File: src/sv/rtd_pkg.sv
`timescale 1ns / 1ps

package rtd_pkg;

	// Default sizes
	localparam int INT_BITS_DEF    = 16;
	localparam int FRAC_BITS_DEF   = 16;
	localparam int FRAC_DIGITS_DEF = 6;

	// Output and stack limits
	localparam int MAX_RESULTS = 24;
	localparam int STACK_DEPTH = 16;
	localparam int STACK_AW    = $clog2(STACK_DEPTH);
	localparam int CNT_W       = $clog2(STACK_DEPTH + 1);
	localparam int EMIT_W      = $clog2(MAX_RESULTS + 1);

	// Quotient bits retired per cycle by the divider
	localparam int DIV_STEP = 4;

	localparam int RADIX_W = 6;
	localparam int DIGIT_W = 6;
	localparam int CHAR_W  = 7;

	localparam logic [RADIX_W-1:0] RADIX_MIN   = 6'd2;
	localparam logic [RADIX_W-1:0] RADIX_MAX   = 6'd62;
	localparam logic [RADIX_W-1:0] RADIX_RESET = 6'd10;

	localparam logic [DIGIT_W-1:0] DIGIT_LETTER_MIN = 6'd10;
	localparam logic [DIGIT_W-1:0] DIGIT_COPY_MIN   = 6'd36;

	localparam logic [CHAR_W-1:0] CH_NONE    = 7'h00;
	localparam logic [CHAR_W-1:0] CH_ZERO    = 7'h30;
	localparam logic [CHAR_W-1:0] CH_UPPER_A = 7'h41;
	localparam logic [CHAR_W-1:0] CH_LOWER_A = 7'h61;
	localparam logic [CHAR_W-1:0] CH_DOT     = 7'h2E;

	typedef enum logic {
		UNIT_DIV,
		UNIT_MUL
	} unit_op_t;

	// Saturate a written base into 2..62
	function automatic logic [RADIX_W-1:0] radix_clamp(input logic [RADIX_W-1:0] r);
		if (r < RADIX_MIN) begin
			return RADIX_MIN;
		end
		if (r > RADIX_MAX) begin
			return RADIX_MAX;
		end
		return r;
	endfunction

	// Digits from 36 upwards are written as a capital and one lowercase copy
	function automatic logic digit_has_copy(input logic [DIGIT_W-1:0] d);
		return d >= DIGIT_COPY_MIN;
	endfunction

	function automatic logic [CHAR_W-1:0] digit_char(input logic [DIGIT_W-1:0] d,
			input logic lower);
		logic [DIGIT_W-1:0] pos;
		logic [CHAR_W-1:0]  base;
		if (d < DIGIT_LETTER_MIN) begin
			return CH_ZERO + {1'b0, d};
		end
		pos  = (d >= DIGIT_COPY_MIN) ? d - DIGIT_COPY_MIN : d - DIGIT_LETTER_MIN;
		base = lower ? CH_LOWER_A : CH_UPPER_A;
		return base + {1'b0, pos};
	endfunction

endpackage

File: src/sv/value_to_radix_digits.sv
`timescale 1ns / 1ps

// Fixed-point value to text in a base of 2..62.
// Input stream (s_*): one request per value, integer part and fraction in tdata.
// Output stream (m_*): one character per transfer, tlast on the final character
// of a value, tuser set on the single result sent for a zero value.
// cfg_wr_en/cfg_wr_data write the base; 0 and 1 read as 2, 63 reads as 62.
// Write it only while the block is idle.
// One request is worked at a time and s_tready is low meanwhile.
// Each integer digit is worked out in the shared divider and stacked; each
// stacked digit is then popped and sent one character at a time, then, if a
// fraction is left, the point, then each fraction digit is made by a multiply
// and sent the same way. Once the last integer digit has left the divider,
// the top digit is popped and the first character is registered as soon as
// the output register is free.
// A stalled receiver holds the output register, and the sequencer waits in
// its next output state;
// the next request is taken as soon as the last character is registered.
// Reset clears the sequencer and the output register and sets the base to 10.
// At most 24 characters are sent per value; the 24th then carries tlast.
module value_to_radix_digits #(
	parameter int INT_BITS    = rtd_pkg::INT_BITS_DEF,
	parameter int FRAC_BITS   = rtd_pkg::FRAC_BITS_DEF,
	parameter int FRAC_DIGITS = rtd_pkg::FRAC_DIGITS_DEF
) (
	input  logic                          clk,
	input  logic                          arst_n,
	input  logic                          s_tvalid,
	output logic                          s_tready,
	input  logic [31:0]                   s_tdata,    // integer_part[15:0], fraction_part[31:16]
	output logic                          m_tvalid,
	input  logic                          m_tready,
	output logic [7:0]                    m_tdata,    // char_code[6:0], zero pad[7]
	output logic                          m_tuser,    // empty_res
	output logic                          m_tlast,
	input  logic                          cfg_wr_en,
	input  logic [rtd_pkg::RADIX_W-1:0]   cfg_wr_data
);

	localparam int DIV_W   = ((INT_BITS + rtd_pkg::DIV_STEP - 1) / rtd_pkg::DIV_STEP)
	                         * rtd_pkg::DIV_STEP;
	localparam int DIV_CYC = DIV_W / rtd_pkg::DIV_STEP;
	localparam int DC_W    = $clog2(DIV_CYC + 1);
	localparam int FC_W    = $clog2(FRAC_DIGITS + 1);

	typedef enum logic [2:0] {
		ST_IDLE,
		ST_ZERO,
		ST_DIV,
		ST_POP,
		ST_EMIT,
		ST_DOT,
		ST_MUL
	} state_t;

	state_t                          st_q;
	logic [rtd_pkg::RADIX_W-1:0]     radix_q;
	logic [DIV_W-1:0]                quot_q;
	logic [FRAC_BITS-1:0]            frac_q;
	logic [rtd_pkg::DIGIT_W-1:0]     rem_q;
	logic [rtd_pkg::DIGIT_W-1:0]     digit_q;
	logic [rtd_pkg::CNT_W-1:0]       cnt_q;
	logic [DC_W-1:0]                 div_cnt_q;
	logic [FC_W-1:0]                 frac_cnt_q;
	logic [rtd_pkg::EMIT_W-1:0]      emit_cnt_q;
	logic                            second_q;
	logic                            m_tvalid_q;
	logic [7:0]                      m_tdata_q;
	logic                            m_tuser_q;
	logic                            m_tlast_q;

	// Input fields, cut to the configured widths
	logic [DIV_W-1:0]                quot_in;
	logic [FRAC_BITS-1:0]            frac_in;

	rtd_pkg::unit_op_t               unit_op;
	logic [DIV_W-1:0]                unit_quot;
	logic [FRAC_BITS-1:0]            unit_frac;
	logic [rtd_pkg::DIGIT_W-1:0]     unit_digit;

	logic                            push;
	logic                            pop;
	logic [rtd_pkg::STACK_AW-1:0]    pop_addr;
	logic [rtd_pkg::DIGIT_W-1:0]     stack_rd;

	logic                            slot_free;
	logic                            div_last;
	logic                            frac_phase;
	logic                            final_digit;
	logic                            final_char;
	logic                            has_copy;
	logic                            cap_hit;
	logic [rtd_pkg::DIGIT_W-1:0]     digit_now;
	logic [rtd_pkg::CHAR_W-1:0]      char_now;

	assign quot_in = DIV_W'(INT_BITS'(s_tdata[15:0]));
	assign frac_in = FRAC_BITS'(s_tdata[31:16]);

	assign unit_op = (st_q == ST_MUL) ? rtd_pkg::UNIT_MUL : rtd_pkg::UNIT_DIV;

	rtd_unit #(
		.DIV_W     (DIV_W),
		.FRAC_BITS (FRAC_BITS)
	) u_unit (
		.op        (unit_op),
		.radix     (radix_q),
		.quot      (quot_q),
		.rem       (rem_q),
		.frac      (frac_q),
		.quot_next (unit_quot),
		.frac_next (unit_frac),
		.digit     (unit_digit)
	);

	// Push on the final divider cycle of each digit; drop digits past the stack depth
	assign div_last = (div_cnt_q == DC_W'(DIV_CYC - 1));
	assign push     = (st_q == ST_DIV) && div_last &&
	                  (cnt_q < rtd_pkg::CNT_W'(rtd_pkg::STACK_DEPTH));
	// Read the top digit in the pop cycle; the stack holds it while it is sent
	assign pop      = (st_q == ST_POP);
	assign pop_addr = rtd_pkg::STACK_AW'(cnt_q - rtd_pkg::CNT_W'(1));

	rtd_stack u_stack (
		.clk     (clk),
		.wr_en   (push),
		.wr_addr (cnt_q[rtd_pkg::STACK_AW-1:0]),
		.wr_data (unit_digit),
		.rd_en   (pop),
		.rd_addr (pop_addr),
		.rd_data (stack_rd)
	);

	// Output register takes a new character when empty or being drained
	assign slot_free = !m_tvalid_q || m_tready;

	assign frac_phase  = (frac_cnt_q != '0);
	assign final_digit = frac_phase ? (frac_cnt_q == FC_W'(FRAC_DIGITS))
	                                : (cnt_q == '0 && frac_q == '0);
	// Fraction digits come from the multiply, integer digits from the stack
	assign digit_now   = frac_phase ? digit_q : stack_rd;
	assign has_copy    = rtd_pkg::digit_has_copy(digit_now);
	assign final_char  = second_q || !has_copy;
	assign cap_hit     = (emit_cnt_q == rtd_pkg::EMIT_W'(rtd_pkg::MAX_RESULTS - 1));
	assign char_now    = rtd_pkg::digit_char(digit_now, second_q);

	always_ff @(posedge clk or negedge arst_n) begin
		if (!arst_n) begin
			st_q       <= ST_IDLE;
			radix_q    <= rtd_pkg::RADIX_RESET;
			cnt_q      <= '0;
			div_cnt_q  <= '0;
			frac_cnt_q <= '0;
			emit_cnt_q <= '0;
			second_q   <= 1'b0;
			m_tvalid_q <= 1'b0;
			m_tdata_q  <= '0;
			m_tuser_q  <= 1'b0;
			m_tlast_q  <= 1'b0;
			quot_q     <= '0;
			frac_q     <= '0;
			rem_q      <= '0;
			digit_q    <= '0;
		end else begin
			if (cfg_wr_en) begin
				radix_q <= rtd_pkg::radix_clamp(cfg_wr_data);
			end
			// Drop the held character once taken; a new load below overrides
			if (m_tready) begin
				m_tvalid_q <= 1'b0;
			end
			case (st_q)
				ST_IDLE: begin
					if (s_tvalid) begin
						quot_q     <= quot_in;
						frac_q     <= frac_in;
						rem_q      <= '0;
						cnt_q      <= '0;
						div_cnt_q  <= '0;
						frac_cnt_q <= '0;
						emit_cnt_q <= '0;
						second_q   <= 1'b0;
						if (quot_in == '0 && frac_in == '0) begin
							st_q <= ST_ZERO;
						end else if (quot_in != '0) begin
							st_q <= ST_DIV;
						end else begin
							st_q <= ST_DOT;
						end
					end
				end
				ST_ZERO: begin
					if (slot_free) begin
						m_tvalid_q <= 1'b1;
						m_tdata_q  <= {1'b0, rtd_pkg::CH_NONE};
						m_tuser_q  <= 1'b1;
						m_tlast_q  <= 1'b1;
						st_q       <= ST_IDLE;
					end
				end
				ST_DIV: begin
					quot_q    <= unit_quot;
					rem_q     <= unit_digit;
					div_cnt_q <= div_cnt_q + DC_W'(1);
					if (div_last) begin
						div_cnt_q <= '0;
						rem_q     <= '0;
						if (push) begin
							cnt_q <= cnt_q + rtd_pkg::CNT_W'(1);
						end
						if (unit_quot == '0) begin
							st_q <= ST_POP;
						end
					end
				end
				ST_POP: begin
					cnt_q <= cnt_q - rtd_pkg::CNT_W'(1);
					st_q  <= ST_EMIT;
				end
				ST_EMIT: begin
					if (slot_free) begin
						m_tvalid_q <= 1'b1;
						m_tdata_q  <= {1'b0, char_now};
						m_tuser_q  <= 1'b0;
						m_tlast_q  <= cap_hit || (final_digit && final_char);
						emit_cnt_q <= emit_cnt_q + rtd_pkg::EMIT_W'(1);
						second_q   <= !final_char;
						if (cap_hit) begin
							st_q <= ST_IDLE;
						end else if (final_char) begin
							if (final_digit) begin
								st_q <= ST_IDLE;
							end else if (frac_phase) begin
								st_q <= ST_MUL;
							end else if (cnt_q != '0) begin
								st_q <= ST_POP;
							end else begin
								st_q <= ST_DOT;
							end
						end
					end
				end
				ST_DOT: begin
					if (slot_free) begin
						m_tvalid_q <= 1'b1;
						m_tdata_q  <= {1'b0, rtd_pkg::CH_DOT};
						m_tuser_q  <= 1'b0;
						m_tlast_q  <= cap_hit;
						emit_cnt_q <= emit_cnt_q + rtd_pkg::EMIT_W'(1);
						st_q       <= cap_hit ? ST_IDLE : ST_MUL;
					end
				end
				ST_MUL: begin
					frac_q     <= unit_frac;
					digit_q    <= unit_digit;
					frac_cnt_q <= frac_cnt_q + FC_W'(1);
					st_q       <= ST_EMIT;
				end
				default: begin
					st_q <= ST_IDLE;
				end
			endcase
		end
	end

	assign s_tready = (st_q == ST_IDLE);
	assign m_tvalid = m_tvalid_q;
	assign m_tdata  = m_tdata_q;
	assign m_tuser  = m_tuser_q;
	assign m_tlast  = m_tlast_q;

`ifndef SYNTH
	a_empty_is_last: assert property (@(posedge clk) disable iff (!arst_n)
		m_tvalid && m_tuser |-> m_tlast)
		else $error("empty result without tlast");

	a_zero_value: assert property (@(posedge clk) disable iff (!arst_n)
		s_tvalid && s_tready && s_tdata == 32'd0 |=> st_q == ST_ZERO)
		else $error("zero value did not select the empty result");

	a_emit_bound: assert property (@(posedge clk) disable iff (!arst_n)
		emit_cnt_q <= rtd_pkg::EMIT_W'(rtd_pkg::MAX_RESULTS))
		else $error("character count beyond limit");

	a_stack_bound: assert property (@(posedge clk) disable iff (!arst_n)
		cnt_q <= rtd_pkg::CNT_W'(rtd_pkg::STACK_DEPTH))
		else $error("stack count beyond depth");

	a_rem_below_radix: assert property (@(posedge clk) disable iff (!arst_n)
		st_q == ST_DIV |-> rem_q < radix_q)
		else $error("partial remainder not below base");
`endif

endmodule

File: src/sv/rtd_unit.sv
`timescale 1ns / 1ps

// Shared arithmetic: a few restoring-division steps or one fraction multiply.
module rtd_unit #(
	parameter int DIV_W     = 16,
	parameter int FRAC_BITS = rtd_pkg::FRAC_BITS_DEF
) (
	input  rtd_pkg::unit_op_t             op,
	input  logic [rtd_pkg::RADIX_W-1:0]   radix,
	input  logic [DIV_W-1:0]              quot,
	input  logic [rtd_pkg::DIGIT_W-1:0]   rem,
	input  logic [FRAC_BITS-1:0]          frac,
	output logic [DIV_W-1:0]              quot_next,
	output logic [FRAC_BITS-1:0]          frac_next,
	output logic [rtd_pkg::DIGIT_W-1:0]   digit
);

	logic [DIV_W-1:0]                        q;
	logic [rtd_pkg::DIGIT_W-1:0]             rm;
	logic [rtd_pkg::DIGIT_W:0]               trial;
	logic                                    qbit;
	logic [FRAC_BITS+rtd_pkg::RADIX_W-1:0]   prod;

	always_comb begin
		q  = quot;
		rm = rem;
		for (int k = 0; k < rtd_pkg::DIV_STEP; k++) begin
			trial = {rm, q[DIV_W-1]};
			if (trial >= {1'b0, radix}) begin
				rm   = rtd_pkg::DIGIT_W'(trial - {1'b0, radix});
				qbit = 1'b1;
			end else begin
				rm   = trial[rtd_pkg::DIGIT_W-1:0];
				qbit = 1'b0;
			end
			q = {q[DIV_W-2:0], qbit};
		end
		quot_next = q;
	end

	assign prod = {{rtd_pkg::RADIX_W{1'b0}}, frac} * {{FRAC_BITS{1'b0}}, radix};
	assign frac_next = prod[FRAC_BITS-1:0];

	// Remainder is the integer digit; the product's top bits are the fraction digit
	assign digit = (op == rtd_pkg::UNIT_DIV) ? rm : prod[FRAC_BITS +: rtd_pkg::DIGIT_W];

endmodule

File: src/sv/rtd_stack.sv
`timescale 1ns / 1ps

// Integer digit store, least significant digit at the bottom.
// Read data is registered and held until the next read.
module rtd_stack (
	input  logic                           clk,
	input  logic                           wr_en,
	input  logic [rtd_pkg::STACK_AW-1:0]   wr_addr,
	input  logic [rtd_pkg::DIGIT_W-1:0]    wr_data,
	input  logic                           rd_en,
	input  logic [rtd_pkg::STACK_AW-1:0]   rd_addr,
	output logic [rtd_pkg::DIGIT_W-1:0]    rd_data
);

	logic [rtd_pkg::DIGIT_W-1:0] stack_q [rtd_pkg::STACK_DEPTH];
	logic [rtd_pkg::DIGIT_W-1:0] rd_data_q;

	always_ff @(posedge clk) begin
		if (wr_en) begin
			stack_q[wr_addr] <= wr_data;
		end
		if (rd_en) begin
			rd_data_q <= stack_q[rd_addr];
		end
	end

	assign rd_data = rd_data_q;

endmodule

File: config.mk
export PLATFORM = sky130hd
export DESIGN_NAME = value_to_radix_digits
export DESIGN_NICKNAME = d
export VERILOG_FILES = /design/src/sv/rtd_pkg.sv /design/src/sv/value_to_radix_digits.sv /design/src/sv/rtd_unit.sv /design/src/sv/rtd_stack.sv
export SDC_FILE = /design/constraint.sdc
export NUM_CORES = 1
export LEC_CHECK = 0
export BUFFER_PORTS_ARGS = -buffer_cell sky130_fd_sc_hd__buf_2
export CAP_MARGIN = 20
export CORE_MARGIN = 2
export CORE_UTILIZATION = 34
export DETAILED_ROUTE_END_ITERATION = 12
export PLACE_DENSITY = 0.5
export SYNTH_ARGS = -nofsm -noshare
export SYNTH_HDL_FRONTEND = slang
export SYNTH_HIERARCHICAL = 1
export SYNTH_SLANG_ARGS = --single-unit
File: constraint.sdc
create_clock -name clk -period 11.4 [get_ports clk]
set_input_delay 1.14 -clock clk [delete_from_list [all_inputs] [get_ports clk]]
set_output_delay 1.14 -clock clk [all_outputs]
set_load 0.1 [all_outputs]
==> key figures, run 1 <==
Timing
  • Worst slew pin tran: 1.10 ns
  • Worst Clk Skew: 0.0181 ns
  • Fin. Hold Viols: 0
  • Min setup slack post-route: 2.51 ns
  • RSZ-0062 raised after global routing: no
  • TNS Setup: 0 ns
  • Final setup vio count: 0
  • Pins over their slew limit: 0
  • Hold slack: 0.485 ns
  • Max transition margin: 0.261
  • Min Tclk post-route: 8.89 ns
  • F_max: 112 MHz
  • Final worst path period share: 0.780

Worst setup path
  • Slowest stage delay, CP: 0.79 ns
  • Crit path kind: reg2reg
  • Max stage delay cell, worst path: dfstp_2
  • Crit path buf inv count: 3
  • Worst path top cell family by delay: compound AO/OA/AOI/OAI gates
  • Crit-path most repeated cell: ha_1
  • WP data required: 11.72 ns
  • Maximum fanout along the worst path: 20
  • Critical path launch point type: register
  • Worst setup EP type: register
  • CP arrival: 9.21 ns

Synth
  • Yosys warning total: 6
  • Post-synthesis async set-or-reset flop share: 0.440
  • FF+latch count, synth: 182
  • Syn_nets: 1344
  • Top cells by area, synth: edfxtp_1, dfrtp_1, fa_1
  • Primary FF master, synth: edfxtp_1
  • Cells after Synth: 1175
  • Most frequent cell after synthesis: nand2_1
  • Yosys top cell by area: edfxtp_1
  • Most common library cells after synthesis: nand2_1, edfxtp_1, inv_1
  • Post-synthesis sequential area ratio: 0.404
  • Syn avg cell area: 10.7 sq um
  • Synth cell types: 82
  • Share of the synthesized area in the top cell type: 0.244
  • Post-synth EDFFs: 102
  • Synth Cell Area: 12500 sq um

Clock network
  • Cts-stage hold buffer count: 0
  • H-tree depth: 4
  • Clock sink count: 182
  • CTS Buf Count: 17
  • CTS tree: done
  • Root Buffer Master: clkbuf_16
  • Post_cts resized: 0
  • Worst-Skew Late Latency: 0.44 ns
  • Clk slew on worst S/H paths: 0.08 ns
  • Clk buf depth: 2
  • Post-CTS Setup Inserts: 0

Route
  • Drt total wl: 31800 microns
  • Drc violations: 0
  • Routed wire per std cell: 18.8 microns
  • Antenna viol nets, final: 0
  • Via density: 5.23
  • Vias: 8852
  • Pre-Repair DR Iteration Count: 5
  • Iteration-0 DRC Markers: 502

Cells and area
  • Sequential Area: 5070 sq um
  • Layout cells sized above 1: 0.125
  • Multi-input gate area in the final layout: 6800 sq um
  • Filler cell count: 3594
  • Fin area: 13800 sq um
  • Nets: 1382
  • Ant diodes: 0
  • Synth-to-Final Area Change: 10.1%

Placement
  • Port Buffers: 53
  • Cell Area, Placed: 13200 sq um
  • Post-DP HPWL: 23400 microns
  • Worst Setup Slack post-DPL: 2.58 ns
  • Routability congestion estimate: 0.851

Global routing
  • Largest net degree at the start of global routing: 57
  • Vias in the first global route: 9212
  • GRT overflow: 0
  • First-pass GRT wire length: 51800 microns
  • Antenna violations before repair: 1
  • Gr usage total: 0.174

Floorplanning
  • Die W: 196 microns
  • Number of cell rows: 70
  • CORE AREA: 36400 sq um
  • I/O pins: 55
  • Area of the die: 38400 sq um
  • Die height: 196 microns
  • Initial Util: 0.344

Status
  • Status: finished clean

Job
  • Max cap viols: 0

Worst hold path
  • Worst min-delay path class: reg2reg
-- stage by stage --
step           std cells  utilization
4_1_cts             1691        0.378
5_1_grt             1693        0.379
3_5_place_dp        1660        0.362
6_report            1693        0.379
2_1_floorplan       1175            -
3_3_place_gp        1660        0.362
-- logic make-up after synthesis --
| family | Yosys count | synth area share |
|---|---|---|
| flip-flops | 182 | 0.404 |
| buffers and inverters | 150 | 0.0541 |
| AND/OR/NAND/NOR | 392 | 0.148 |
| adder cells (fa/ha/maj) | 126 | 0.162 |
| AO/OA/AOI/OAI | 218 | 0.120 |
| XOR/XNOR | 33 | 0.0231 |
| other | 1 | 0.000299 |
| multiplexers | 73 | 0.0889 |
-- routing by layer --
metal | vias to the layer above | track usage | wire, microns
met5 | - | 0 | 13
met4 | 2 | 0.0471 | 434
met3 | 24 | 0.0229 | 908
met2 | 140 | 0.295 | 15500
met1 | 4435 | 0.234 | 14900
li1 | 4251 | - | -
-- cell type report --
type / instances / area share
Clock buffer: 18 / 0.0311
Clock inverter: 13 / 0.0112
Inverter: 100 / 0.0272
Multi-Input combinational cell: 843 / 0.493
Sequential cell: 182 / 0.367
Tap cell: 468 / 0.0424
Timing Repair Buffer: 69 / 0.0281
-- cells in the final DEF, fill, tap and decap left out, types with 19 or more instances in the layout --
master and n:
buf_2 52, o21ai_0 49, mux2i_1 29, dfrtp_1 78, xnor2_1 20, a21oi_1 38, inv_1 97, nor2_1 85
a22oi_1 19, edfxtp_1 102, nand2_1 158, ha_1 65, fa_1 61, and2_1 32
-- worst paths after layout --
| kind | start | endpoint | cells after the start | slack (ns) |
|---|---|---|---|---|
| max | radix_q[1] | st_q[1] | 35 | 2.51 |
| min | m_tdata[1] | m_tdata[1] | 2 | 0.48 |
| max reg2reg | radix_q[1] | st_q[1] | 35 | 2.51 |
| min reg2reg | m_tdata[1] | m_tdata[1] | 2 | 0.48 |
| max in group asynchronous | arst_n | frac_q[9] | 2 | 9.67 |
| min in group asynchronous | arst_n | quot_q[11] | 1 | 0.61 |
-- sequential cells by signal (all words and copies together) (netlist names), 3 cells and up --
register         cells
emit_cnt_q           5
div_cnt_q            3
frac_cnt_q           3
st_q                 3
quot_q              16
u_stack/rd_data      6
radix_q              6
digit_q              6
cnt_q                5
frac_q              16
u_stack/stack_q     96
m_tdata              7
rem_q                6
-- worst min-delay path: stages (launching register included) --
cell and delay, ns:
dfrtp_1 0.35, nand2_1 0.05, o31ai_1 0.05
Power of run 1 is left out: the tool's default activity adds up to more than one toggle a clock period on the data nets, which glitch-free logic cannot reach.
==> inputs of run 2 (changes only) <==
--- a/config.mk
+++ b/config.mk
@@ -10,7 +10,7 @@
 export CORE_MARGIN = 2
 export CORE_UTILIZATION = 34
 export DETAILED_ROUTE_END_ITERATION = 12
-export PLACE_DENSITY = 0.5
+export PLACE_DENSITY = 0.52
 export SYNTH_ARGS = -nofsm -noshare
 export SYNTH_HDL_FRONTEND = slang
 export SYNTH_HIERARCHICAL = 1
==> constraint.sdc (replaced) <==
create_clock -name clk -period 8.1 [get_ports clk]
set_input_delay 0.81 -clock clk [delete_from_list [all_inputs] [get_ports clk]]
set_output_delay 0.81 -clock clk [all_outputs]
set_load 0.1 [all_outputs]
==> run 2 against run 1 <==
Against the previous run: final area is 1.1% higher; critical path type unchanged; fmax is 16% higher; worst setup slack worse by 2.1 ns; global-route usage is 0.41 points lower; non-clock buffer count is 11 higher; worst hold slack worse by 0.20 ns; cell count is 0.71% higher; flip-flop and latch count stayed put; clock skew is 0.0090 ns higher; largest cell class unchanged; via count is 1.0% higher; count of clock-buffer cells in the layout stayed put.
==> key figures, run 2 (synthesized netlist as in run 1, its figures left out) <==
Status
  • Status: finished clean

Placement
  • Cell Area, Placed: 13300 sq um
  • Post-DP HPWL: 23000 microns
  • Placed Cells: 1668
  • Routability congestion estimate: 0.856
  • Port Buffers: 53

Global routing
  • Largest net degree at the start of global routing: 58
  • Gr usage total: 0.170
  • Antenna violations before repair: 0
  • Vias in the first global route: 9131
  • First-pass GRT wire length: 50800 microns
  • GRT overflow: 0

Cells and area
  • Filler cell count: 3579
  • Final Non-Filler Cells: 1705
  • Largest register by flop count: u_stack/stack_q
  • Nets: 1393
  • Fin area: 13900 sq um
  • Commonest non-fill, non-tap cell in the layout: nand2_1
  • Max FFs per register: 96
  • Ant diodes: 0
  • Most frequent cells in the layout: nand2_1, edfxtp_1, inv_1
  • Synth-to-Final Area Change: 11.2%
  • Layout cells sized above 1: 0.141
  • Finished Core Util: 0.383
  • Regs by FF count: u_stack/stack_q (96), frac_q (16), quot_q (16)

Worst setup path
  • CP Launch Point: radix_q[1]
  • Maximum fanout along the worst path: 7
  • CP arrival: 7.98 ns
  • Max stage delay cell, worst path: dfstp_2
  • Critical path launch point type: register
  • Crit-path most repeated cell: ha_1
  • Slowest stage delay, CP: 0.53 ns
  • Crit path kind: reg2reg
  • WP data required: 8.41 ns
  • Worst setup EP type: register
  • Worst reg2reg path startpoint: radix_q[1]

Clock network
  • Clock sink count: 182
  • H-tree depth: 4
  • Root Buffer Master: clkbuf_16
  • Clk buf depth: 2
  • Clk slew on worst S/H paths: 0.08 ns
  • Worst-Skew Late Latency: 0.45 ns
  • CTS Buf Count: 17
  • Cts-stage hold buffer count: 0
  • CTS tree: done

Timing
  • Pins over their slew limit: 0
  • Max transition margin: 0.266
  • Worst Clk Skew: 0.0270 ns
  • F_max: 131 MHz
  • Hold slack: 0.280 ns
  • Fin. Hold Viols: 0
  • Final worst path period share: 0.946
  • Min Tclk post-route: 7.66 ns
  • Worst slew pin tran: 1.09 ns
  • Final setup vio count: 0

Route
  • Antenna viol nets, final: 0
  • Pre-Repair DR Iteration Count: 5
  • Via density: 5.25
  • Vias: 8943
  • Drt total wl: 31600 microns
  • Routed wire per std cell: 18.6 microns
  • Iteration-0 DRC Markers: 520
  • Drc violations: 0

Floorplanning
  • Initial Util: 0.344
  • Die W: 196 microns
  • Die height: 196 microns
  • CORE AREA: 36400 sq um
  • I/O pins: 55
  • Number of cell rows: 70
  • Area of the die: 38400 sq um

Job
  • Max cap viols: 0

Worst hold path
  • Worst min-delay path class: in2async
-- run 2: final timing paths --
check | to | slack (ns) | cells after the start
max in group asynchronous | frac_q[1] | 6.71 | 2
worst max-delay path | st_q[1] | 0.44 | 35
worst max register to register | st_q[1] | 0.44 | 35
worst min-delay path | quot_q[11] | 0.28 | 1
worst min register to register | m_tdata[5] | 0.48 | 2
min in group clk | m_tdata[5] | 0.48 | 2
-- run 2: critical path, delay by kind of cell, from the launching register on --
family | cells | cell delay [ns]
buf+inv | 3 | 0.21
compound gates | 13 | 2.67
simple gates | 10 | 1.48
flops | 1 | 0.53
mux | 5 | 1.48
fa+ha+maj | 4 | 1.13
-- run 2: stage by stage --
stage                     TNS (ns)  setup slack, ns
after global routing      -0.00186         -0.00186
after global placement           0            0.242
final                            0            0.438
after floorplan                  0            0.107
after CTS                        0           0.0230
after detailed placement         0           0.0537
-- run 2: repair_timing --
item                       CTS  global route
buffers inserted             0             4
setup endpoints to repair    0           110
gates resized for setup      0            13
-- run 2: layout make-up --
class	instances	area, sq um	share of cell area
flip-flops and latches	182	5070	0.363
multi-input cells	843	6860	0.492
well taps	468	586	0.0420
clock buffers	18	429	0.0308
clock inverters	14	150	0.0108
inverters	100	375	0.0269
repair buffers	80	480	0.0344
-- run 2: routing by layer --
metal,part of all wire,GRT usage,vias up
met4,0.014,0.0457,0
met3,0.028,0.0194,29
met5,0,0,-
met1,0.47,0.231,4459
met2,0.48,0.288,178
li1,-,-,4277
Power of run 2 is left out for the same reason.
